<file path="config.mk">
export PLATFORM = sky130hd
export DESIGN_NAME = pscb_ctrl
export DESIGN_NICKNAME = d
export VERILOG_FILES = /design/src/design/pscb_pkg.sv /design/src/design/pscb_ctrl.sv
export SDC_FILE = /design/constraint.sdc
export NUM_CORES = 1
export LEC_CHECK = 0
export BUFFER_PORTS_ARGS = -buffer_cell sky130_fd_sc_hd__buf_2
export CORE_AREA = 2 2 39 41
export CTS_BUF_LIST = sky130_fd_sc_hd__clkbuf_4 sky130_fd_sc_hd__clkbuf_8
export CTS_CLUSTER_DIAMETER = 200
export DETAILED_ROUTE_END_ITERATION = 6
export DIE_AREA = 0 0 41 43
export GPL_TIMING_DRIVEN = 0
export PLACE_DENSITY = 0.52
export SYNTH_ARGS = -nofsm -noshare
export SYNTH_HDL_FRONTEND = slang
export SYNTH_SLANG_ARGS = --single-unit
</file>
<file path="constraint.sdc">
create_clock -name aclk -period 1.7 [get_ports aclk]
set_clock_uncertainty 0.2 [all_clocks]
set_input_delay 0.085 -clock aclk [delete_from_list [all_inputs] [get_ports aclk]]
set_output_delay 0.085 -clock aclk [all_outputs]
set_load 0.1 [all_outputs]
</file>
<file path="src/design/pscb_pkg.sv">
// Shared types, constants and codes for the polarity-split CSR edge table builder.
// No dependencies.
package pscb_pkg;

    localparam int VERTEX_DEPTH_DEF = 1024;
    localparam int EDGE_DEPTH_DEF   = 2048;
    localparam int SOURCE_SLOTS_DEF = 4;

    localparam int OP_W   = 3;
    localparam int VTX_W  = 10;
    localparam int QRY_W  = 11;
    localparam int POS_W  = 2;
    localparam int ST_W   = 2;
    localparam int SLOT_W = 11;
    localparam int CNT_W  = 12;
    localparam int VCFG_W = 11;
    localparam int ECFG_W = 12;
    localparam int CFG_W  = 12;

    localparam logic [OP_W-1:0] OP_COUNT    = 3'd0;
    localparam logic [OP_W-1:0] OP_FINALIZE = 3'd1;
    localparam logic [OP_W-1:0] OP_PLACE    = 3'd2;
    localparam logic [OP_W-1:0] OP_RD_EDGE  = 3'd3;
    localparam logic [OP_W-1:0] OP_RD_VTX   = 3'd4;

    localparam logic [ST_W-1:0] ST_OK       = 2'd0;
    localparam logic [ST_W-1:0] ST_BAD_VTX  = 2'd1;
    localparam logic [ST_W-1:0] ST_BAD_SLOT = 2'd2;

    localparam logic CFG_VERTEX = 1'b0;
    localparam logic CFG_EDGE   = 1'b1;

    // Commands from the controller to the datapath.
    typedef struct packed {
        logic capture;  // latch the request and start the first memory reads
        logic check;    // evaluate the request with read data present
        logic commit;   // write back and load the result register
        logic clr_step; // one step of the post-reset clearing pass
        logic fin_step; // one step of the finalize walk
        logic fin_init; // start the finalize walk
    } pscb_cmd_t;

    // Status from the datapath to the controller.
    typedef struct packed {
        logic clr_done;
        logic fin_done;
        logic fin_empty;
    } pscb_sts_t;

endpackage

</file>
<file path="src/design/pscb_ctrl.sv">
// Controller state machine of the CSR builder: sequences clearing, requests
// and the finalize walk. Depends on pscb_pkg.
module pscb_ctrl (
    input  logic                aclk,
    input  logic                aresetn,
    input  logic                s_valid,
    output logic                s_ready,
    input  logic [pscb_pkg::OP_W-1:0] s_operation,
    output logic                m_valid,
    input  logic                m_ready,
    output pscb_pkg::pscb_cmd_t cmd,
    input  pscb_pkg::pscb_sts_t sts
);
    import pscb_pkg::*;

    localparam logic [2:0] S_CLEAR = 3'd0;
    localparam logic [2:0] S_IDLE  = 3'd1;
    localparam logic [2:0] S_EXEC  = 3'd2;
    localparam logic [2:0] S_FIN   = 3'd3;
    localparam logic [2:0] S_FIN2  = 3'd4;

    logic [2:0] state_reg, state_next;
    logic       mvalid_reg, mvalid_next;
    logic       is_fin_reg, is_fin_next;

    // A new request may enter while the result waits; its commit is held until
    // the result register is free again.
    wire out_free = !mvalid_reg || m_ready;
    assign s_ready = (state_reg == S_IDLE);
    assign m_valid = mvalid_reg;

    always_comb begin
        state_next  = state_reg;
        mvalid_next = mvalid_reg && !m_ready;
        is_fin_next = is_fin_reg;
        cmd = '0;
        unique case (state_reg)
            S_CLEAR: begin
                cmd.clr_step = 1'b1;
                if (sts.clr_done) state_next = S_IDLE;
            end
            S_IDLE: begin
                if (s_valid) begin
                    cmd.capture = 1'b1;
                    is_fin_next = (s_operation == OP_FINALIZE);
                    state_next  = S_EXEC;
                end
            end
            S_EXEC: begin
                cmd.check = 1'b1;
                if (is_fin_reg && !sts.fin_empty) begin
                    cmd.fin_init = 1'b1;
                    state_next   = S_FIN;
                end else if (out_free) begin
                    cmd.commit  = 1'b1;
                    mvalid_next = 1'b1;
                    state_next  = S_IDLE;
                end
            end
            S_FIN: begin
                cmd.fin_step = 1'b1;
                if (sts.fin_done) state_next = S_FIN2;
            end
            S_FIN2: begin
                if (out_free) begin
                    cmd.commit  = 1'b1;
                    mvalid_next = 1'b1;
                    state_next  = S_IDLE;
                end
            end
            default: state_next = S_IDLE;
        endcase
    end

    always_ff @(posedge aclk) begin
        if (!aresetn) begin
            state_reg  <= S_CLEAR;
            mvalid_reg <= 1'b0;
            is_fin_reg <= 1'b0;
        end else begin
            state_reg  <= state_next;
            mvalid_reg <= mvalid_next;
            is_fin_reg <= is_fin_next;
        end
    end

endmodule

</file>
# == After elaboration in Yosys (flattened, before gate mapping) ==
# Cells that the tools add are included.
# totals
register_bits,5
latchBits,0
ram_bits,0
rom_bits,0
output_inout_bits,8
wordCells,39
memories,0
# classes
add_sub_neg,0
multipliers,0
div_mod_pow,0
magnitude_cmp,0
eq_ne,8
shift,0
mux,19
bitwise,0
n_reduce_logical,9
# op_table
operator,n
two-way mux 3 bit,5
case mux 3 bit (5 select lines),1
two-way mux 1 bit,11
== test 3 x 1 -> 1 bit (second input constant),2
== test 3 x 2 -> 1 bit (second input constant),2
inequality test 2 bit (second input constant),3
case mux 1 bit (2 select lines),2
== test 3 bit (second input constant),1
logical NOT 1 bit,3
logical NOT 3 bit,1
AND reduction 3 bit,1
logical AND 1 bit,2
AND reduction 2 bit,1
logical OR 1 bit,1

# == Logic depth before layout (Yosys ltp) ==
# Gate-level depths: netlist of the first run.
# depth
word_depth,5
ltp_mapped,4
ltp_nobuf,4

# == Worst setup path before layout of the first run ==
# Ideal clock, no wire load.
# synth_path
kind,flip-flop to flip-flop
startpoint,reg state_reg[0]
endpoint,reg state_reg[0]
t_arrival_ns,2.922
setup_slack_ns,-1.652
stages_incl_launch_ff,5
cell_sequence,dfxtp_1 nand2_1 nor3_1 or3_1 a221oi_2
# synth_between
elab_chain_cells,3
# synth_lines
item,line,rtl
start: declaration,pscb_ctrl.sv:22,"logic [2:0] state_reg, state_next;"
start signal: assignment,pscb_ctrl.sv:81,state_reg <= state_next;
"== test 3 x 2 -> 1 bit, or another cell as far along",pscb_ctrl.sv:37,unique case (state_reg)
inequality test 2 bit (no line) or two-way mux 3 bit (tied branches),-,
AND reduction 3 bit (no line) or case mux 3 bit (5 select lines) (tied branches),-,
# Several ways; a longest one is shown, not always the timed one.
# A chain may end at the register's enable or synchronous reset.

==> impl_metrics.yaml, run 1 <==
floorplan:
  die_w_microns: 41
  rows: 14
  io_pins: 18
  initial_utilization_pct: 24.4
  core_area_sq_mm: 0.00138
  die-area_sq_mm: 0.00176
  dieHeight_microns: 43
clock_network:
  cts_buffers: 3
  cts_tree: "done"
  cts_sinks: 5
  cts_root_buf: "clkbuf_4"
  clock_path_buffers: 2
  clock_latency_ps: 240
  htreeDepth: 1
  clkTransAtPathRegs_ps: 50
finish:
  largest_register_ffs: 3
  layout-drive-gt1-share_pct: 55.3
  design_area_sq_um: 681
  multi_input_area_sq_um: 304
  antenna_cells: 0
  fin_nets: 87
  utilization_pct: 49.2
  area_delta_synth_final_pct: 101
  seqCellArea_sq_um: 110
  nFillCells: 138
drt:
  drt_iter0_markers: 1
  routed_wl_microns: 953
  vias: 424
  drt_first_pass_iters: 2
  final_antenna_net_count: 0
  drc: 0
  wl_met1_microns: 412
  highest_layer: "met4"
  wl_met2_microns: 492
  wl_met3_microns: 39
  viasPerCell: 4.61
  wl_per_cell_microns: 10.4
setup_path:
  cp_data_required_time_ps: 1410
  rr_worst_depth: 4
  max_stage_delay_ps: 380
  cp_slowest_cell: "dfxtp_4"
  crit_path_start_kind: "flip-flop"
  path_cells: "or2b_4, a21oi_4, nor2b_4, buf_12"
  r2r_slack_ps: 200
  worst_ep_arrival_time_ps: 1410
  cp-end-kind: "output pin"
  crit_type: "flip-flop to output pin"
  path_max_fanout: 8
place:
  port_buffers: 17
  place_hpwl_microns: 714
  placed_cell_area_sq_um: 529
  gp_congestion: 0.715
synthesis:
  netlist_instances: 46
  synth_top_area_share_pct: 29.6
  synth_area_leaders: "dfxtp_1 30%, nand2b_1 9.3%, a21oi_1 7.4%"
  synth_area_sq_um: 338
  syn-num-nets: 56
  ys_ff_latch: 5
  syn_area_per_cell_sq_um: 7.34
  synth_warnings: 0
  synth_cell_types: 23
  yosysTopAreaCell: "dfxtp_1"
  yosysSeqAreaShare_pct: 29.6
timing:
  timing.fmax_ghz: 0.590
  post-route-period-util_pct: 99.7
  fin_hold_ws_ps: 41.8
  finalSetupTns_ps: 0
  rsz0062_at_grt: "yes"
  finalHoldViolCount: 0
  drv_slew: 0
  worstMarginPinSlew_ps: 485
  setup_viol: 0
  relSlewSlack_pct: 67.9
  min_period_ps: 1690
grt:
  gr-total-overflow: 0
  antenna_found_initial: 0
  grt_usage_pct: 13.4
  grt_max_degree: 11
  first_global_vias: 387
  grt_pass1_wl_microns: 1550
power:
  power_density_mw_per_mm2: 586
  power.total_mw: 0.399
  p_leak_nw: 0.305
  peakVddDrop_v: 0.000339
run:
  maxCapViolations: 0
run_status:
  status: "finished, final reports clean"
hold_path:
  whs_path_depth: 5
  holdCritPathClass: "input pin to flip-flop"
-- layout by cell type (no fill, tap or decap), types with 2 or more instances in the layout --
cell type      instances
a21oi_1                4
and2b_1                2
buf_2                 11
buf_4                  6
clkbuf_4               6
dfxtp_2                2
dfxtp_4                2
dlygate4sd3_1          5
inv_1                  4
nand2_1                3
nand2b_1               4
nor2_1                 2
nor3_4                 3
-- worst max-delay path: cells and delay by family, from the launching register on --
kind	cells	cell delay (ps)
AOI/OAI and AO/OA	1	150
DFF	1	380
and+or+nand+nor	2	450
buffers and inverters	1	180
-- cells in the mapped netlist (all sizes together) --
cell type	instances
a21oi	5
nand2	4
and2	1
o21ai	1
nand3	1
a311oi	1
a221oi	1
a32o	1
inv	4
a22oi	1
and3	1
or3	1
clkbuf	1
or2b	1
o22ai	1
nand2b	5
o21a	1
nor3b	1
dfxtp	5
nor2b	1
and2b	2
nor2	3
nor3	3
-- cells by family (layout without fill, tap and decap cells) --
kind of cell | count (synthesis) | after routing | share of synthesized area [%]
flip-flops | 5 | 5 | 29.6
buffers and inverters | 5 | 35 | 5.55
AND/OR/NAND/NOR | 24 | 24 | 39.6
AO/OA/AOI/OAI | 12 | 12 | 25.2
-- worst paths after layout --
path / start / endpoint
hold / removal: s_valid / is_fin_reg$_SDFFE_PN0P_
setup / recovery: state_reg[1]$_SDFFE_PN0P_ / cmd[3]
setup reg to reg: state_reg[2]$_SDFFE_PN0P_ / state_reg[0]$_SDFFE_PN0P_
hold reg to reg: is_fin_reg$_SDFFE_PN0P_ / is_fin_reg$_SDFFE_PN0P_
-- per-stage QoR --
stage / instances / setup slack, ps
after floorplan: 46 / -171
after global placement: 79 / -82.4
after detailed placement: 79 / -57.6
after CTS: 90 / -32.3
after global routing: 92 / -51.1
final: 92 / 5.19
-- cell type report --
cell class / instances / area share, %
Multi-Input combinational cell: 36 / 44.7
Clock inverter: 1 / 0.735
Buffer: 1 / 1.10
Sequential cell: 5 / 16.2
Clock buffer: 3 / 3.31
Tap cell: 16 / 2.94
Inverter: 4 / 2.21
Timing Repair Buffer: 26 / 28.9
-- where the power goes --
part           internal (mW)  leakage [nW]  switching [mW]
Combinational         0.0500         0.244          0.0898
Clock                 0.0851        0.0177          0.0501
Sequential             0.119        0.0430         0.00496
-- layer usage --
metal  track usage [%]  vias up
met5                 0        -
met4              10.0        0
met3              3.14        2
met2              18.8        9
met1              16.7      189
li1                  -      224
-- what timing repair did --
action                                  4_1_cts  5_1_grt
hold endpoints to repair                      5        0
buffers inserted                              2        2
gates resized for setup                       9        4
pin swaps                                     0        1
endpoints found under the setup margin        5        4
hold buffers                                  5        0
Note: power is estimated with default switching activity, not from simulation.
==> run 2, diff against run 1 <==
--- a/config.mk
+++ b/config.mk
@@ -13,6 +13,7 @@
 export DIE_AREA = 0 0 41 43
 export GPL_TIMING_DRIVEN = 0
 export PLACE_DENSITY = 0.52
+export SETUP_SLACK_MARGIN = 0.1
 export SYNTH_ARGS = -nofsm -noshare
 export SYNTH_HDL_FRONTEND = slang
 export SYNTH_SLANG_ARGS = --single-unit
==> impl_metrics.yaml, run 2 (synthesized netlist as in run 1, its figures left out) <==
clock_network:
  clock_path_buffers: 2
  cts_root_buf: "clkbuf_4"
  cts_buffers: 3
  cts_tree: "done"
  clkTransAtPathRegs_ps: 40
  clock_latency_ps: 240
  htreeDepth: 1
  cts_sinks: 5
timing:
  worstMarginPinSlew_ps: 481
  post-route-period-util_pct: 99.0
  setup_viol: 0
  finalWorstSetupSlack_ps: 17.1
  timing.fmax_ghz: 0.594
  drv_slew: 0
  relSlewSlack_pct: 68.1
  rsz0062_at_grt: "yes"
  finalHoldViolCount: 0
  min_period_ps: 1680
drt:
  routed_wl_microns: 938
  final_antenna_net_count: 0
  drc: 0
  drt_iter0_markers: 6
  wl_per_cell_microns: 9.98
  vias: 434
  drt_first_pass_iters: 4
  viasPerCell: 4.62
finish:
  layout-drive-gt1-share_pct: 56.4
  area_delta_synth_final_pct: 115
  antenna_cells: 0
  largest_register_ffs: 3
  final_common_cell: "buf_2"
  final_cell_mix: "10 x buf_2, 9 x buf_4, 5 x dlygate4sd3_1"
  utilization_pct: 52.5
  fin_nets: 89
floorplan:
  initial_utilization_pct: 24.4
  die_w_microns: 41
  rows: 14
  dieHeight_microns: 43
  io_pins: 18
  core_area_sq_mm: 0.00138
  die-area_sq_mm: 0.00176
setup_path:
  cp-end-kind: "output pin"
  crit_path_start_kind: "flip-flop"
  worst_ep_arrival_time_ps: 1400
  cp_data_required_time_ps: 1410
  path_max_fanout: 7
  crit_type: "flip-flop to output pin"
grt:
  grt_usage_pct: 13.7
  grt_max_degree: 11
  grt_pass1_wl_microns: 1640
  gr-total-overflow: 0
  antenna_found_initial: 0
  first_global_vias: 405
power:
  power_density_mw_per_mm2: 581
  power.total_mw: 0.423
  peakVddDrop_v: 0.000355
  p_leak_nw: 0.322
run_status:
  status: "finished, final reports clean"
place:
  place_ws_ps: -40.3
  place_hpwl_microns: 715
  gp_congestion: 0.690
  port_buffers: 17
run:
  maxCapViolations: 0
hold_path:
  holdCritPathClass: "input pin to flip-flop"
run 2: cell types whose count changed in the layout (fill, tap and decap cells not counted), sizes merged:
cell	delta
clkbuf	-1
clkinv	-1
buf	+4
run 2: worst paths after layout:
path,from,slack (ps),endpoint,depth (start not counted)
max,state_reg[2]$_SDFFE_PN0P_,20,cmd[3],4
min,sts[1],40,state_reg[2]$_SDFFE_PN0P_,3
max reg2reg,state_reg[2]$_SDFFE_PN0P_,80,state_reg[0]$_SDFFE_PN0P_,5
min reg2reg,is_fin_reg$_SDFFE_PN0P_,270,is_fin_reg$_SDFFE_PN0P_,2
run 2: stage by stage:
step	instance area (sq um)	instances	hold slack, ps	TNS (ps)
after detailed placement	532	79	123	-40.3
final	727	94	38.9	0
after global routing	727	94	47.1	-32.0
after global placement	532	79	124	-48.8
after CTS	708	92	35.2	0
after floorplan	427	46	2.49	-361
run 2: repair_timing:
| item | 4_1_cts | 5_1_grt |
|---|---|---|
| resized for setup | 15 | 1 |
| hold endpoints to repair | 5 | 0 |
| hold buffers | 5 | 0 |
| pin swaps | 0 | 3 |
| setup buffers | 4 | 2 |
| setup endpoints to repair | 8 | 2 |
run 2: worst max-delay path, cell delays in order, from the launching register on:
cell	delay (ps)
dfxtp_4	370
or2b_4	290
a21oi_4	150
nor2b_4	170
buf_12	180
run 2: report_power, final:
group          switching, mW  internal (mW)
combinational         0.0910         0.0572
sequential           0.00510          0.119
clock                 0.0458          0.104
total                  0.142          0.281
run 2: final cells by class:
| class | instances | area (sq um) |
|---|---|---|
| Buffer | 1 | 13.8 |
| Clock buffer | 4 | 30.0 |
| Fill cell | 136 | 657 |
| Inverter | 4 | 15.0 |
| Multi-Input combinational cell | 36 | 304 |
| Sequential cell | 5 | 110 |
| Tap cell | 16 | 20.0 |
| Timing Repair Buffer | 28 | 234 |
run 2: per-layer routing:
metal / vias up / routed length, microns / GRT usage, %
li1: 228 / - / -
met1: 194 / 391 / 16.9
met2: 10 / 480 / 19.7
met3: 2 / 50 / 3.14
met4: 0 / 15 / 10.0
met5: - / 0 / 0
==> run 3, diff against run 2 <==
--- a/config.mk
+++ b/config.mk
@@ -5,14 +5,14 @@
 export SDC_FILE = /design/constraint.sdc
 export NUM_CORES = 1
 export LEC_CHECK = 0
-export BUFFER_PORTS_ARGS = -buffer_cell sky130_fd_sc_hd__buf_2
 export CORE_AREA = 2 2 39 41
 export CTS_BUF_LIST = sky130_fd_sc_hd__clkbuf_4 sky130_fd_sc_hd__clkbuf_8
 export CTS_CLUSTER_DIAMETER = 200
 export DETAILED_ROUTE_END_ITERATION = 6
 export DIE_AREA = 0 0 41 43
+export DONT_BUFFER_PORTS = 1
 export GPL_TIMING_DRIVEN = 0
-export PLACE_DENSITY = 0.52
+export PLACE_DENSITY = 0.41
 export SETUP_SLACK_MARGIN = 0.1
 export SYNTH_ARGS = -nofsm -noshare
 export SYNTH_HDL_FRONTEND = slang
==> impl_metrics.yaml, run 3 (synthesized netlist as in run 1, its figures left out) <==
finish:
  nFillCells: 139
  layout-drive-gt1-share_pct: 50.0
  antenna_cells: 0
  fin_nets: 75
  final_common_cell: "dlygate4sd3_1"
  utilization_pct: 48.6
  largest_register_ffs: 3
  design_area_sq_um: 673
  final_cell_mix: "6 x dlygate4sd3_1, 5 x buf_4"
  fin_cells: 80
  area_delta_synth_final_pct: 99.3
timing:
  timing.fmax_ghz: 0.520
  drv_slew: 0
  finalSetupTns_ps: -1370
  post-route-period-util_pct: 113
  finalWorstSetupSlack_ps: -224
  setup_viol: 9
  worstMarginPinSlew_ps: 1060
  min_period_ps: 1920
  rsz0062_at_grt: "yes"
  finalHoldViolCount: 0
  relSlewSlack_pct: 28.9
clock_network:
  clock_latency_ps: 240
  clock_path_buffers: 2
  cts_root_buf: "clkbuf_4"
  clkTransAtPathRegs_ps: 40
  cts_sinks: 5
  cts_buffers: 3
  cts_tree: "done"
  htreeDepth: 1
setup_path:
  worst_ep_arrival_time_ps: 1810
  crit_type: "flip-flop to flip-flop"
  path_max_fanout: 4
  crit_path_start_kind: "flip-flop"
  cp_num_buf_inv: 0
  r2r_slack_ps: -220
  path_cells: "nand2_4, nor3_4, or3_1, a221oi_2"
  cp-end-kind: "flip-flop"
  cp_slowest_cell: "nor3_4"
  max_stage_delay_ps: 870
  crit_family: "simple AND/OR/NAND/NOR gates"
  cp_data_required_time_ps: 1590
drt:
  drt_first_pass_iters: 4
  wl_met3_microns: 70
  vias: 402
  wl_per_cell_microns: 13.0
  viasPerCell: 5.03
  highest_layer: "met3"
  drc: 0
  drt_iter0_markers: 3
  wl_met1_microns: 404
  wl_met2_microns: 562
  final_antenna_net_count: 0
  routed_wl_microns: 1040
power:
  power_density_mw_per_mm2: 626
  peakVddDrop_v: 0.000281
  p_leak_nw: 0.268
grt:
  gr-total-overflow: 0
  grt_max_degree: 11
  first_global_vias: 411
  grt_pass1_wl_microns: 1720
  antenna_found_initial: 0
  grt_usage_pct: 14.3
place:
  port_buffers: 0
  place_hpwl_microns: 737
  place_ws_ps: -277
  gp_congestion: 0.691
  placed_cell_area_sq_um: 447
  place_inst: 62
run:
  maxCapViolations: 0
run_status:
  violations: "setup timing"
  status: "complete, but fails checks"
floorplan:
  core_area_sq_mm: 0.00138
  dieHeight_microns: 43
  die_w_microns: 41
  die-area_sq_mm: 0.00176
  io_pins: 18
  rows: 14
  initial_utilization_pct: 24.4
hold_path:
  holdCritPathClass: "input pin to flip-flop"
-- run 3: cell types whose count changed in the layout (fill, tap and decap cells not counted), sizes merged --
| cell | before | now |
|---|---|---|
| buf | 23 | 8 |
| dlygate4sd3 | 5 | 6 |
-- run 3: area by class of cell --
cell class | count | area [sq um] | area share [%]
Timing Repair Buffer | 14 | 144 | 21.4
Tap cell | 16 | 20.0 | 2.97
Inverter | 4 | 15.0 | 2.23
Multi-Input combinational cell | 36 | 324 | 48.1
Buffer | 1 | 25.0 | 3.72
Clock buffer | 4 | 30.0 | 4.46
Sequential cell | 5 | 115 | 17.1
-- run 3: power by group --
| group | switching (mW) | leakage, nW | total (mW) | internal [mW] |
|---|---|---|---|---|
| sequential | 0.00836 | 0.0436 | 0.126 | 0.117 |
| clock | 0.0496 | 0.0184 | 0.154 | 0.105 |
| combinational | 0.0878 | 0.206 | 0.142 | 0.0538 |
| total | 0.146 | 0.268 | 0.421 | 0.276 |
-- run 3: metal layers --
layer  track usage, %  up-vias
met2             23.1       13
met1             16.7      190
met3             2.09        0
met5                0        -
met4             8.00        0
li1                 -      199
-- run 3: repair_timing --
action	4_1_cts	5_1_grt
cloned	0	0
endpoints found under the hold margin	5	0
gates resized for setup	10	4
pin swaps	8	10
endpoints found under the setup margin	11	10
setup buffers	4	4
hold buffers	6	0
-- run 3: path summary, 6_finish.rpt --
check / endpoint / start / depth (start not counted)
hold / removal: state_reg[2]$_SDFFE_PN0P_ / s_valid / 2
setup / recovery: state_reg[0]$_SDFFE_PN0P_ / state_reg[0]$_SDFFE_PN0P_ / 4
hold reg to reg: is_fin_reg$_SDFFE_PN0P_ / is_fin_reg$_SDFFE_PN0P_ / 2
setup reg to reg: state_reg[0]$_SDFFE_PN0P_ / state_reg[0]$_SDFFE_PN0P_ / 4
-- run 3: worst register-to-register path: stages (launching register included) --
cell      delay (ps)
dfxtp_4          370
nand2_4           50
nor3_4           870
or3_1            230
a221oi_2          50
-- run 3: through the flow --
step	hold slack, ps	total power [mW]
floorplan	2.49	0.225
global placement	6.00	0.232
detailed placement	5.40	0.232
CTS	4.01	0.417
global route	22.2	0.445
finish	10.7	0.421
